File: src/hw/rtl/paillier_cipher_unit_top_defines.svh
`ifndef PAILLIER_CIPHER_UNIT_TOP_DEFINES_SVH
`define PAILLIER_CIPHER_UNIT_TOP_DEFINES_SVH

// Same-cycle implication, checked on every rising edge outside reset.
`define PCU_ASSERT_NOW(label, ante, cons) \
	label: assert property (@(posedge clk) disable iff (!arst_n) (ante) |-> (cons)) \
		else $error("pcu: same-cycle check failed");

// Next-cycle implication.
`define PCU_ASSERT_NEXT(label, ante, cons) \
	label: assert property (@(posedge clk) disable iff (!arst_n) (ante) |=> (cons)) \
		else $error("pcu: next-cycle check failed");

`endif

File: src/hw/rtl/pcu_pkg.sv
package pcu_pkg;

	localparam int OP_W        = 2;
	localparam int DATA_W      = 16;
	localparam int CIPH_W      = 32;
	localparam int CFG_IDX_W   = 2;
	localparam int IN_TDATA_W  = 120;
	localparam int OUT_TDATA_W = 40;
	localparam int STEP_W      = 5;
	localparam int N_BITS_DEF  = 16;

	typedef enum logic [OP_W-1:0] {
		OP_ENCRYPT = 2'd0,
		OP_DECRYPT = 2'd1,
		OP_ADD     = 2'd2,
		OP_SCALAR  = 2'd3
	} op_t;

	localparam logic [CFG_IDX_W-1:0] CFG_MODE   = 2'd0;
	localparam logic [CFG_IDX_W-1:0] CFG_N      = 2'd1;
	localparam logic [CFG_IDX_W-1:0] CFG_LAMBDA = 2'd2;
	localparam logic [CFG_IDX_W-1:0] CFG_MU     = 2'd3;

	typedef enum logic [2:0] {
		A_ONE, A_BASE, A_PACC, A_HEAD, A_QUOT
	} a_sel_t;

	typedef enum logic [2:0] {
		B_CA, B_CB, B_R, B_NM1, B_BASE, B_PACC, B_XM1, B_MU
	} b_sel_t;

	typedef enum logic [2:0] {
		D_BASE, D_PACC, D_HEAD, D_QUOT, D_RES
	} dst_t;

	typedef struct packed {
		logic   load;
		logic   start;
		a_sel_t a_sel;
		b_sel_t b_sel;
		dst_t   dst;
		logic   mod_n;
		logic   shift_exp;
		logic   publish;
		logic   err;
	} dp_cmd_t;

	typedef struct packed {
		logic mul_done;
		logic exp_zero;
		logic exp_bit0;
		logic n_small;
		logic mode;
	} dp_stat_t;

endpackage

File: src/hw/rtl/pcu_datapath.sv
module pcu_datapath #(
	parameter int N_BITS = pcu_pkg::N_BITS_DEF
) (
	input  logic                               clk,
	input  logic                               arst_n,
	input  logic                               cfg_valid,
	input  logic [pcu_pkg::CFG_IDX_W-1:0]      cfg_index,
	input  logic [pcu_pkg::DATA_W-1:0]         cfg_data,
	input  logic [pcu_pkg::IN_TDATA_W-1:0]     s_tdata,
	input  pcu_pkg::dp_cmd_t                   cmd,
	output pcu_pkg::dp_stat_t                  stat,
	output logic [pcu_pkg::OUT_TDATA_W-1:0]    out_data
);
	import pcu_pkg::*;

	localparam int NB = (N_BITS < DATA_W) ? N_BITS : DATA_W;

	logic              mode_q;
	logic [NB-1:0]     mod_n_q;
	logic [DATA_W-1:0] lambda_q, mu_q;

	logic [DATA_W-1:0] n_act;
	logic [OP_W-1:0]   in_op;
	logic [DATA_W-1:0] in_m, in_r, in_k;
	logic [CIPH_W-1:0] in_ca, in_cb;

	logic [DATA_W-1:0] r_q, exp_q;
	logic [CIPH_W-1:0] ca_q, cb_q, n2_q, nm1_q;
	logic [CIPH_W-1:0] base_q, pacc_q, head_q, quot_q, res_q, qsh_q, acc_q;
	logic              eng_busy_q;
	logic [STEP_W-1:0] step_q;
	logic [CIPH_W:0]   out_q;

	logic [CIPH_W-1:0] a_val, b_val, modv, xm1, new_acc;
	logic [CIPH_W+1:0] t0, t1, t2, modx;
	logic              bit_b, ge1, done;

	assign in_op = s_tdata[1:0];
	assign in_m  = s_tdata[17:2];
	assign in_r  = s_tdata[33:18];
	assign in_ca = s_tdata[65:34];
	assign in_cb = s_tdata[97:66];
	assign in_k  = s_tdata[113:98];

	assign n_act = DATA_W'(mod_n_q);

	always_ff @(posedge clk or negedge arst_n) begin
		if (!arst_n) begin
			mode_q   <= 1'b0;
			mod_n_q  <= NB'(2);
			lambda_q <= '0;
			mu_q     <= '0;
		end else if (cfg_valid) begin
			case (cfg_index)
				CFG_MODE:   mode_q   <= cfg_data[0];
				CFG_N:      mod_n_q  <= cfg_data[NB-1:0];
				CFG_LAMBDA: lambda_q <= cfg_data;
				CFG_MU:     mu_q     <= cfg_data;
				default:    ;
			endcase
		end
	end

	// Operand selection for the shift-add modular multiplier.
	always_comb begin
		case (cmd.a_sel)
			A_ONE:   a_val = CIPH_W'(1);
			A_BASE:  a_val = base_q;
			A_PACC:  a_val = pacc_q;
			A_HEAD:  a_val = head_q;
			A_QUOT:  a_val = quot_q;
			default: a_val = CIPH_W'(1);
		endcase
	end

	// A zero power decrypts to zero, so x - 1 is clamped at zero.
	assign xm1 = (pacc_q == '0) ? '0 : pacc_q - CIPH_W'(1);

	always_comb begin
		case (cmd.b_sel)
			B_CA:    b_val = ca_q;
			B_CB:    b_val = cb_q;
			B_R:     b_val = CIPH_W'(r_q);
			B_NM1:   b_val = nm1_q;
			B_BASE:  b_val = base_q;
			B_PACC:  b_val = pacc_q;
			B_XM1:   b_val = xm1;
			B_MU:    b_val = CIPH_W'(mu_q);
			default: b_val = ca_q;
		endcase
	end

	assign modv  = cmd.mod_n ? CIPH_W'(n_act) : n2_q;
	assign modx  = (CIPH_W+2)'(modv);
	assign bit_b = b_val[STEP_W'(CIPH_W-1) - step_q];

	// One bit of b per cycle, most significant first: acc = 2*acc + bit*a mod M.
	// With a equal to one the first compare is the restoring-division quotient bit.
	assign t0      = {1'b0, acc_q, 1'b0} + (bit_b ? (CIPH_W+2)'(a_val) : '0);
	assign ge1     = (t0 >= modx);
	assign t1      = ge1 ? t0 - modx : t0;
	assign t2      = (t1 >= modx) ? t1 - modx : t1;
	assign new_acc = t2[CIPH_W-1:0];
	assign done    = eng_busy_q && (step_q == STEP_W'(CIPH_W-1));

	always_ff @(posedge clk or negedge arst_n) begin
		if (!arst_n) begin
			eng_busy_q <= 1'b0;
			step_q     <= '0;
		end else if (cmd.start) begin
			eng_busy_q <= 1'b1;
			step_q     <= '0;
		end else if (eng_busy_q) begin
			step_q <= step_q + STEP_W'(1);
			if (done)
				eng_busy_q <= 1'b0;
		end
	end

	always_ff @(posedge clk) begin
		if (cmd.start) begin
			acc_q <= '0;
		end else if (eng_busy_q) begin
			acc_q <= new_acc;
			qsh_q <= {qsh_q[CIPH_W-2:0], ge1};
		end
		if (cmd.load) begin
			r_q    <= in_r;
			ca_q   <= in_ca;
			cb_q   <= in_cb;
			n2_q   <= CIPH_W'(n_act) * CIPH_W'(n_act);
			nm1_q  <= CIPH_W'(n_act) * CIPH_W'(in_m) + CIPH_W'(1);
			pacc_q <= CIPH_W'(1);
			case (op_t'(in_op))
				OP_ENCRYPT: exp_q <= n_act;
				OP_DECRYPT: exp_q <= lambda_q;
				OP_SCALAR:  exp_q <= in_k;
				default:    exp_q <= '0;
			endcase
		end else if (cmd.shift_exp) begin
			exp_q <= exp_q >> 1;
		end
		if (done) begin
			case (cmd.dst)
				D_BASE:  base_q <= new_acc;
				D_PACC:  pacc_q <= new_acc;
				D_HEAD:  head_q <= new_acc;
				D_QUOT:  quot_q <= {qsh_q[CIPH_W-2:0], ge1};
				D_RES:   res_q  <= new_acc;
				default: ;
			endcase
		end
		if (cmd.publish)
			out_q <= {cmd.err, (cmd.err || stat.n_small) ? CIPH_W'(0) : res_q};
	end

	assign stat.mul_done = done;
	assign stat.exp_zero = (exp_q == '0);
	assign stat.exp_bit0 = exp_q[0];
	assign stat.n_small  = (n_act < DATA_W'(2));
	assign stat.mode     = mode_q;

	assign out_data = OUT_TDATA_W'(out_q);
endmodule

File: src/hw/rtl/pcu_ctrl.sv
module pcu_ctrl (
	input  logic              clk,
	input  logic              arst_n,
	input  logic              s_tvalid,
	output logic              s_tready,
	input  pcu_pkg::op_t      op,
	output logic              m_tvalid,
	input  logic              m_tready,
	input  pcu_pkg::dp_stat_t stat,
	output pcu_pkg::dp_cmd_t  cmd
);
	import pcu_pkg::*;

	typedef enum logic [3:0] {
		S_IDLE, S_E_HEAD, S_E_BASE, S_B_CA, S_P_TEST, S_P_MUL, S_P_SQR,
		S_D_DIV, S_D_MU, S_A_MUL, S_K_COPY, S_E_FIN, S_PUBLISH
	} state_t;

	state_t state_q, after_mul;
	op_t    op_q;
	logic   err_q, busy_q, valid_q;
	logic   is_mul, accept, bad_mode, out_free;

	assign accept   = s_tvalid && s_tready;
	assign s_tready = (state_q == S_IDLE);
	assign bad_mode = (op == OP_ENCRYPT && stat.mode) || (op == OP_DECRYPT && !stat.mode);
	assign out_free = !valid_q || m_tready;
	assign m_tvalid = valid_q;

	always_comb begin
		cmd       = '0;
		cmd.a_sel = A_ONE;
		cmd.b_sel = B_CA;
		cmd.dst   = D_RES;
		is_mul    = 1'b1;
		after_mul = S_PUBLISH;
		case (state_q)
			S_IDLE: begin
				is_mul   = 1'b0;
				cmd.load = accept;
			end
			S_E_HEAD: begin
				cmd.b_sel = B_NM1;
				cmd.dst   = D_HEAD;
				after_mul = S_E_BASE;
			end
			S_E_BASE: begin
				cmd.b_sel = B_R;
				cmd.dst   = D_BASE;
				after_mul = S_P_TEST;
			end
			S_B_CA: begin
				cmd.dst   = D_BASE;
				after_mul = (op_q == OP_ADD) ? S_A_MUL : S_P_TEST;
			end
			S_P_TEST: begin
				is_mul        = 1'b0;
				cmd.shift_exp = !stat.exp_zero;
			end
			S_P_MUL: begin
				cmd.a_sel = A_PACC;
				cmd.b_sel = B_BASE;
				cmd.dst   = D_PACC;
				after_mul = S_P_SQR;
			end
			S_P_SQR: begin
				cmd.a_sel = A_BASE;
				cmd.b_sel = B_BASE;
				cmd.dst   = D_BASE;
				after_mul = S_P_TEST;
			end
			S_D_DIV: begin
				cmd.b_sel = B_XM1;
				cmd.dst   = D_QUOT;
				cmd.mod_n = 1'b1;
				after_mul = S_D_MU;
			end
			S_D_MU: begin
				cmd.a_sel = A_QUOT;
				cmd.b_sel = B_MU;
				cmd.mod_n = 1'b1;
			end
			S_A_MUL: begin
				cmd.a_sel = A_BASE;
				cmd.b_sel = B_CB;
			end
			S_K_COPY: cmd.b_sel = B_PACC;
			S_E_FIN: begin
				cmd.a_sel = A_HEAD;
				cmd.b_sel = B_PACC;
			end
			S_PUBLISH: begin
				is_mul      = 1'b0;
				cmd.publish = out_free;
				cmd.err     = err_q;
			end
			default: is_mul = 1'b0;
		endcase
		cmd.start = is_mul && !busy_q;
	end

	always_ff @(posedge clk or negedge arst_n) begin
		if (!arst_n) begin
			state_q <= S_IDLE;
			op_q    <= OP_ENCRYPT;
			err_q   <= 1'b0;
			busy_q  <= 1'b0;
			valid_q <= 1'b0;
		end else begin
			// While publishing, the output register is refilled instead of cleared.
			if (valid_q && m_tready && state_q != S_PUBLISH)
				valid_q <= 1'b0;
			case (state_q)
				S_IDLE: begin
					if (accept) begin
						op_q  <= op;
						err_q <= bad_mode;
						if (bad_mode || stat.n_small)
							state_q <= S_PUBLISH;
						else if (op == OP_ENCRYPT)
							state_q <= S_E_HEAD;
						else
							state_q <= S_B_CA;
					end
				end
				S_P_TEST: begin
					if (!stat.exp_zero)
						state_q <= stat.exp_bit0 ? S_P_MUL : S_P_SQR;
					else begin
						case (op_q)
							OP_ENCRYPT: state_q <= S_E_FIN;
							OP_DECRYPT: state_q <= S_D_DIV;
							default:    state_q <= S_K_COPY;
						endcase
					end
				end
				S_PUBLISH: begin
					if (out_free) begin
						valid_q <= 1'b1;
						state_q <= S_IDLE;
					end
				end
				default: begin
					if (!busy_q)
						busy_q <= 1'b1;
					else if (stat.mul_done) begin
						busy_q  <= 1'b0;
						state_q <= after_mul;
					end
				end
			endcase
		end
	end
endmodule

File: src/hw/rtl/paillier_cipher_unit_top.sv
// Paillier cipher unit, one item at a time through a shared bit-serial modular multiplier.
// Each modular multiplication is a start command followed by 32 bit steps of the multiplier.
// An item runs two or three fixed multiplications, plus one squaring per exponent bit and
// one multiplication per set exponent bit.
// Mode errors and n below 2 skip the multiplier. A new item is taken once the previous one is output.
// Reset (arst_n low, asynchronous) sets mode 0, n = 2, lambda = 0, mu = 0, drops output valid.
`include "paillier_cipher_unit_top_defines.svh"

module paillier_cipher_unit_top #(
	parameter int N_BITS = pcu_pkg::N_BITS_DEF
) (
	input  logic                               clk,
	input  logic                               arst_n,
	input  logic                               s_tvalid,
	output logic                               s_tready,
	// operation[1:0], plaintext[17:2], random_r[33:18], cipher_a[65:34],
	// cipher_b[97:66], scalar_k[113:98], zero padding above
	input  logic [pcu_pkg::IN_TDATA_W-1:0]     s_tdata,
	output logic                               m_tvalid,
	input  logic                               m_tready,
	// result_value[31:0], status[32], zero padding above
	output logic [pcu_pkg::OUT_TDATA_W-1:0]    m_tdata,
	input  logic                               cfg_valid,
	output logic                               cfg_ready,
	input  logic [pcu_pkg::CFG_IDX_W-1:0]      cfg_index,
	input  logic [pcu_pkg::DATA_W-1:0]         cfg_data
);
	import pcu_pkg::*;

	dp_cmd_t  cmd;
	dp_stat_t stat;

	assign cfg_ready = 1'b1;

	pcu_ctrl u_ctrl (
		.clk      (clk),
		.arst_n   (arst_n),
		.s_tvalid (s_tvalid),
		.s_tready (s_tready),
		.op       (op_t'(s_tdata[OP_W-1:0])),
		.m_tvalid (m_tvalid),
		.m_tready (m_tready),
		.stat     (stat),
		.cmd      (cmd)
	);

	pcu_datapath #(.N_BITS(N_BITS)) u_datapath (
		.clk       (clk),
		.arst_n    (arst_n),
		.cfg_valid (cfg_valid),
		.cfg_index (cfg_index),
		.cfg_data  (cfg_data),
		.s_tdata   (s_tdata),
		.cmd       (cmd),
		.stat      (stat),
		.out_data  (m_tdata)
	);

	`PCU_ASSERT_NOW(a_err_zero, m_tvalid && m_tdata[CIPH_W], m_tdata[CIPH_W-1:0] == '0)
	`PCU_ASSERT_NEXT(a_busy_after_take, s_tvalid && s_tready, !s_tready)
	`PCU_ASSERT_NEXT(a_no_instant_result, s_tvalid && s_tready, !$rose(m_tvalid))
endmodule

File: config.mk
export PLATFORM = sky130hd
export DESIGN_NAME = paillier_cipher_unit_top
export DESIGN_NICKNAME = d
export VERILOG_FILES = /design/src/hw/rtl/pcu_pkg.sv /design/src/hw/rtl/pcu_datapath.sv /design/src/hw/rtl/pcu_ctrl.sv /design/src/hw/rtl/paillier_cipher_unit_top.sv
export VERILOG_INCLUDE_DIRS = /design/src /design/src/hw/rtl
export SDC_FILE = /design/constraint.sdc
export NUM_CORES = 2
export LEC_CHECK = 0
export BUFFER_PORTS_ARGS = -buffer_cell sky130_fd_sc_hd__buf_4
export CAP_MARGIN = 20
export CORE_MARGIN = 2
export CORE_UTILIZATION = 57
export DETAILED_ROUTE_END_ITERATION = 10
export PLACE_DENSITY_LB_ADDON = 0.25
export SLEW_MARGIN = 40
export SYNTH_ARGS = -nofsm -noshare
export SYNTH_HDL_FRONTEND = slang
export SYNTH_SLANG_ARGS = --single-unit
File: constraint.sdc
create_clock -name clk -period 19.9 [get_ports clk]
set_input_delay 0.995 -clock clk [delete_from_list [all_inputs] [get_ports clk]]
set_output_delay 0.995 -clock clk [all_outputs]
set_load 0.03 [all_outputs]
Word-level counts from Yosys, hierarchy flattened
Cells that the tools add are included.

word-level totals
  word-level logic and storage cells = 168
  output and inout bits = 43
  register bits = 480

cells by class
  mux-type cells = 44
  multipliers = 2
  eq/ne operators = 38
  reductions and logical operators = 46
  $add $sub $neg = 7
  magnitude comparators = 4
  bitwise logic cells = 1

operators with widths
  operator                 number
  $pmux W32 S8             1
  $mux W32                 7
  $pmux W32 S4             1
  $ge A34 B32 Y1           2
  $mul A16 B16 Y32         2
  $pmux W16 S3             1
  $add A33 B34 Y34         1
  $mux W34                 1
  $sub A34 B32 Y34         1
  $add A32 B1 Y32 const B  1
  $logic_not A32 Y1        1
  $mux W16                 2
  $sub A32 B1 Y32 const B  1
  $sub A32 B32 Y32         1
  $mux W4                  7
  $pmux W3 S4              2
  $pmux W3 S7              1
  $eq A4 B4 Y1 const B     5
  $pmux W4 S5              1
  $reduce_and A2 Y1        10
  $eq A3 B2 Y1 const B     6
  $eq A3 B3 Y1 const B     6
  $eq A4 B3 Y1 const B     4
  $logic_not A16 Y1        1
  other kinds (32)         76

Depth between registers and ports, before layout
  word-level depth = 15
  depth in mapped cells = 52

By module
Synthesis repeated with hierarchy kept, for this count alone.

unflattened totals
  cell total of the unflattened synthesis = 4181
  area total of the unflattened synthesis = 41596.1 um^2

modules (own cells, without submodules)
  module                    sequential area each (um^2)  cells an instance  area an instance (um^2)  times used
  pcu_datapath              13198.9                      4086               40842.9                  1
  pcu_ctrl                  225.2                        93                 742.0                    1
  paillier_cipher_unit_top  0.0                          2                  11.3                     1

Worst setup path after synthesis
Ideal clock, no wire load.

  kind = register -> register
  start = register u_datapath.pacc_q[19]
  end = register u_datapath.pacc_q[5]
  path slack = 7.994 ns
  arrival = 11.789 ns
  period minus slack after synthesis = 11.906 ns
  stages on the path, launching flop included = 51
  setup time = 0.117 ns
  cell sequence = dfxtp_1 -> clkbuf_1 -> or4_1 -> or4_1 -> clkbuf_1 -> nor3_1 -> clkbuf_1 -> nor2_1 -> a2111oi_0 -> nor3_1 -> o22ai_1 -> nand4_1 -> nand2_1 -> clkbuf_1 -> a21oi_1 -> ha_1 -> fa_1 -> a211oi_1 -> (+15 left out) -> o22a_1 -> ha_1 -> inv_1 -> fa_1 -> a211o_1 -> a2111oi_4 -> o31ai_2 -> a2111oi_2 -> o21a_2 -> o41ai_1 -> a211o_1 -> or4b_1 -> buf_2 -> and3_1 -> buf_6 -> buf_6 -> mux2_4 -> a22o_1

on the way
  longest elaborated chain between the ends = 13
  elaborated cells on any way between the ends = 17

ends and longest elaborated chain
  element                                                      RTL line                                  text
  start, declared                                              pcu_datapath.sv:29                        logic [CIPH_W-1:0] base_q, pacc_q, head_q, quot_q, res_q, qsh_q, acc_q;
  start signal, assigned                                       pcu_datapath.sv:146                       D_PACC: pacc_q <= new_acc;
  $sub A32 B1 Y32 / $logic_not A32 Y1 (equally long branches)  pcu_datapath.sv:77                        assign xm1 = (pacc_q == '0) ? '0 : pacc_q - CIPH_W'(1);
  $mux W32                                                     pcu_datapath.sv:77
  $pmux W32 S8                                                 pcu_datapath.sv:80                        case (cmd.b_sel)
  $bmux W1 S5                                                  pcu_datapath.sv:95                        assign bit_b = b_val[STEP_W'(CIPH_W-1) - step_q];
  $mux W1 (not written as such)                                pcu_datapath.sv:95
  $mux W32 *                                                   pcu_datapath.sv:99                        assign t0 = {1'b0, acc_q, 1'b0} + (bit_b ? (CIPH_W+2)'(a_val) : '0);
  $add A33 B34 Y34 *                                           pcu_datapath.sv:99
  $sub A34 B32 Y34 / $ge A34 B32 Y1 (equally long branches)    pcu_datapath.sv:101, pcu_datapath.sv:100
  $mux W34 *                                                   pcu_datapath.sv:101                       assign t1 = ge1 ? t0 - modx : t0;
  $sub A32 B32 Y32 / $ge A34 B32 Y1 (equally long branches)    pcu_datapath.sv:102                       assign t2 = (t1 >= modx) ? t1 - modx : t1;
  $mux W32 *                                                   pcu_datapath.sv:102
  via u_datapath.t2[5]                                         pcu_datapath.sv:35                        logic [CIPH_W+1:0] t0, t1, t2, modx;
  $mux W32 *                                                   pcu_datapath.sv:144                       case (cmd.dst)
  $mux W32 *                                                   pcu_datapath.sv:143                       if (done) begin

The timed path passes the listed nets; every way through them passes the cells marked *. The select of a mux whose other input is x is not followed.
A chain may end at the register's enable or synchronous reset.

Worst setup path after layout
  start = register u_ctrl.state_q[1]
  end = register u_datapath.base_q[1], data pin

on the way
  longest elaborated chain between the ends = 13
  elaborated cells on any way between the ends = 41

ends and longest elaborated chain
  element                                                    RTL line                                  text
  start, declared                                            pcu_ctrl.sv:19                            state_t state_q, after_mul;
  start signal, assigned                                     pcu_ctrl.sv:128                           state_q <= stat.exp_bit0 ? S_P_MUL : S_P_SQR;
  start signal, assigned                                     pcu_ctrl.sv:148                           state_q <= after_mul;
  $eq A4 B4 Y1 / $eq A4 B3 Y1 (equally long branches)        pcu_ctrl.sv:37                            case (state_q)
  $reduce_or A2 Y1 (no line)                                 --
  $pmux W3 S7                                                pcu_ctrl.sv:37
  $eq A3 B3 Y1 (tied with other cells)                       pcu_datapath.sv:80
  $pmux W32 S8                                               pcu_datapath.sv:80
  $bmux W1 S5                                                pcu_datapath.sv:95
  $mux W1 (not written as such)                              pcu_datapath.sv:95
  $mux W32                                                   pcu_datapath.sv:99
  $add A33 B34 Y34                                           pcu_datapath.sv:99
  $sub A34 B32 Y34 / $ge A34 B32 Y1 (equally long branches)  pcu_datapath.sv:101, pcu_datapath.sv:100
  $mux W34                                                   pcu_datapath.sv:101
  $sub A32 B32 Y32 / $ge A34 B32 Y1 (equally long branches)  pcu_datapath.sv:102
  $mux W32 *                                                 pcu_datapath.sv:102
  via u_datapath.t2[1]                                       pcu_datapath.sv:35
  end signal, assigned                                       pcu_datapath.sv:145                       D_BASE: base_q <= new_acc;
  end, declared                                              pcu_datapath.sv:29

Marked as above.

==> results.json <==
{
  "cts.clk_slew.worst_paths_ns": 0.06,
  "grt_max_degree": 83,
  "cp.required_ns": 20.20,
  "initial_core_util_pct": 57.7,
  "synthXorXnorAreaFrac_pct": 3.75,
  "yosysTopAreaCell": "edfxtp_1",
  "die_area_um2": 74600,
  "busiest_layer": "met2",
  "synth_area_leaders": "edfxtp_1 26%, fa_1 17%, ha_1 9.3%, inv_1 4.8%, nand2_1 4.1%",
  "drive_gt1_share_pct": 10.1,
  "synth.most_common_cell": "inv_1",
  "largest_reg_flops": 33,
  "drt_iter0_markers": 3093,
  "crit_arrival_ns": 14.22,
  "ant_nets": 0,
  "post-cts-setup-buffers": 0,
  "worstSkewPairLatency_ns": 0.61,
  "use_met3_pct": 4.25,
  "fin_hold_ws_ns": 0.392,
  "final-hold-violation-count": 0,
  "path_class": "flop to flop",
  "cts_resized": 0,
  "cp_max_fo": 81,
  "nets": 5030,
  "synth_edf_count": 351,
  "finalSetupViolations": 0,
  "yosys.area_share.simple_pct": 12.8,
  "overflow": 0,
  "worst_r2r_path_depth": 43,
  "clkSinkCount": 479,
  "rows": 98,
  "synthCells": 4156,
  "core_area_um2": 71600,
  "finalCritPeriodShare_pct": 69.9,
  "synthAdderAreaFrac_pct": 26.8,
  "slew_headroom_pct": 43.4,
  "synth_seq_area_share_pct": 32.5,
  "via_count": 31710,
  "synth_top_family_by_area": "adder cells",
  "start_kind": "flop",
  "routedWlPerCell_um": 22.8,
  "max_stage_delay_ns": 0.70,
  "numCtsBuffers": 46,
  "synth_seq_cells": 479,
  "endpoint": "u_datapath.base_q[1]",
  "dp_slack_ns": 6.20,
  "drv_slew": 0,
  "n_antenna_cell": 0,
  "h-tree-depth": 2,
  "drt_wl_total_um": 119000,
  "worst_setup_path_end_kind": "flop",
  "synth_async_sr_flop_share_pct": 13.4,
  "cts_hold_buf": 0,
  "rr_startpoint": "u_ctrl.state_q[1]",
  "status": "finished clean",
  "finClkSkew_ns": 0.0252,
  "synth_warnings": 0,
  "dr.pass1.iters": 9,
  "crit_start": "u_ctrl.state_q[1]",
  "synth_flop_cell": "edfxtp_1",
  "cts.root.buffer_cell": "clkbuf_16",
  "layout_setup_ws_ns": 5.98,
  "tightest_slew_ns": 0.846,
  "max_freq_mhz": 71.8,
  "rrSetupSlack_ns": 5.98,
  "muxShareOfSynthArea_pct": 3.38,
  "synth_compound_area_share_pct": 13.8,
  "maxCapViolations": 0,
  "die_y_um": 273,
  "hp-class": "input pin to async pin",
  "reg2reg_to": "u_datapath.base_q[1]",
  "drcViolationCount": 0,
  "die_x_um": 273,
  "regMostFlops": "u_datapath.out_q",
  "cts_tree": "yes",
  "io_buffers": 171,
  "grt.total_usage_pct": 31.7,
  "hpwl_um": 89200,
  "synth_commonest_cells": "530 x inv_1, 447 x nand2_1, 361 x fa_1",
  "syn_area_um2": 41300,
  "yosysTopAreaCellShare_pct": 25.5,
  "setup_tns_ns": 0,
  "ys_types": 90,
  "met2_usage_pct": 49.8,
  "ios": 186,
  "gp_congestion": 1.02,
  "via_per_inst": 6.09,
  "clock_path_buffers": 3,
  "antenna_found_initial": 1,
  "cpMaxStageDelayCell": "or4b_1",
  "grt_pass1_vias": 30422,
  "grt_pass1_wl_um": 180000,
  "syn2layout_area_growth_pct": 9.13,
  "rsz0062_at_grt": "no",
  "grtUsageMet1_pct": 44.6,
  "syn_area_per_cell_um2": 9.94,
  "finalCriticalPeriod_ns": 13.92,
  "post-route-util_pct": 62.9
}
cell families after synthesis:
group / count (synthesis)
mux: 130
buf+inv: 746
compound gates: 855
other cells: 2
xor+xnor: 177
simple gates: 1100
flops: 479
fa+ha+maj: 667
worst min path at each step:
stage | startpoint | to | depth (start not counted)
6_report | arst_n | u_ctrl.m_tvalid | 1
3_3_place_gp | u_datapath.qsh_q[30] | u_datapath.quot_q[31] | 0
5_1_grt | arst_n | u_ctrl.m_tvalid | 1
4_1_cts | arst_n | u_datapath.eng_busy_q | 1
3_5_place_dp | u_datapath.qsh_q[30] | u_datapath.quot_q[31] | 0
2_1_floorplan | u_datapath.qsh_q[30] | u_datapath.quot_q[31] | 0
layout by cell type, fill, tap and decap left out, types with 16 or more instances in the layout:
cell       Yosys  layout
a211oi_1      28      28
a21o_1        49      49
a21oi_1      232     231
a221oi_1      18      18
a222oi_1      34      34
a22o_1        29      29
a22oi_1       20      20
a31oi_1       24      24
and2_1       183     183
and3_1        23      22
buf_4          8     219
clkbuf_16      0      47
dfrtp_1       63      62
dfxtp_1       64      64
edfxtp_1     351     351
fa_1         361     361
ha_1         306     306
inv_1        530     527
mux2_2        68      68
mux2i_1       60      60
nand2_1      447     447
nand2b_1      29      29
nand3_1       50      50
nand4_1       32      32
nor2_1       170     163
nor2b_1       24      21
nor3_1        49      46
nor4_1        18      16
o211ai_1      19      19
o21a_1        28      28
o21ai_0      191     190
o21bai_1      25      25
or3_1         18      18
xnor2_1      109     109
xor2_1        68      68
routing by layer:
layer	wire length, µm	up-vias
met1	49300	15568
li1	-	14429
met5	0	-
met4	5730	0
met2	53800	1459
met3	10000	254
worst max-delay path, delay by kind of cell, from the launching register on:
family                   cells  cell delay [ns]
multiplexers                 1             0.41
AND/OR/NAND/NOR              6             2.24
XOR/XNOR                     1             0.31
AO/OA/AOI/OAI               25             6.94
buffers and inverters        5             1.57
adder cells (fa/ha/maj)      5             1.73
flip-flops                   1             0.36
cell type report:
class | instances | area [µm²]
Fill cell | 5927 | 26500
Multi-Input combinational cell | 2937 | 25200
Sequential cell | 479 | 13400
Inverter | 531 | 2000
Timing Repair Buffer | 225 | 1740
Clock buffer | 59 | 1280
Tap cell | 950 | 1190
Clock inverter | 26 | 274
per-stage QoR:
step | cells | instance area, µm²
finish | 5207 | 45100
global route | 5207 | 45100
CTS | 5205 | 45000
detailed placement | 5120 | 43500
global placement | 5117 | 43400
floorplan | 4162 | 41300
Power is not shown: default switching activity piles up to over one toggle a cycle in this logic, so the estimate is an artifact.
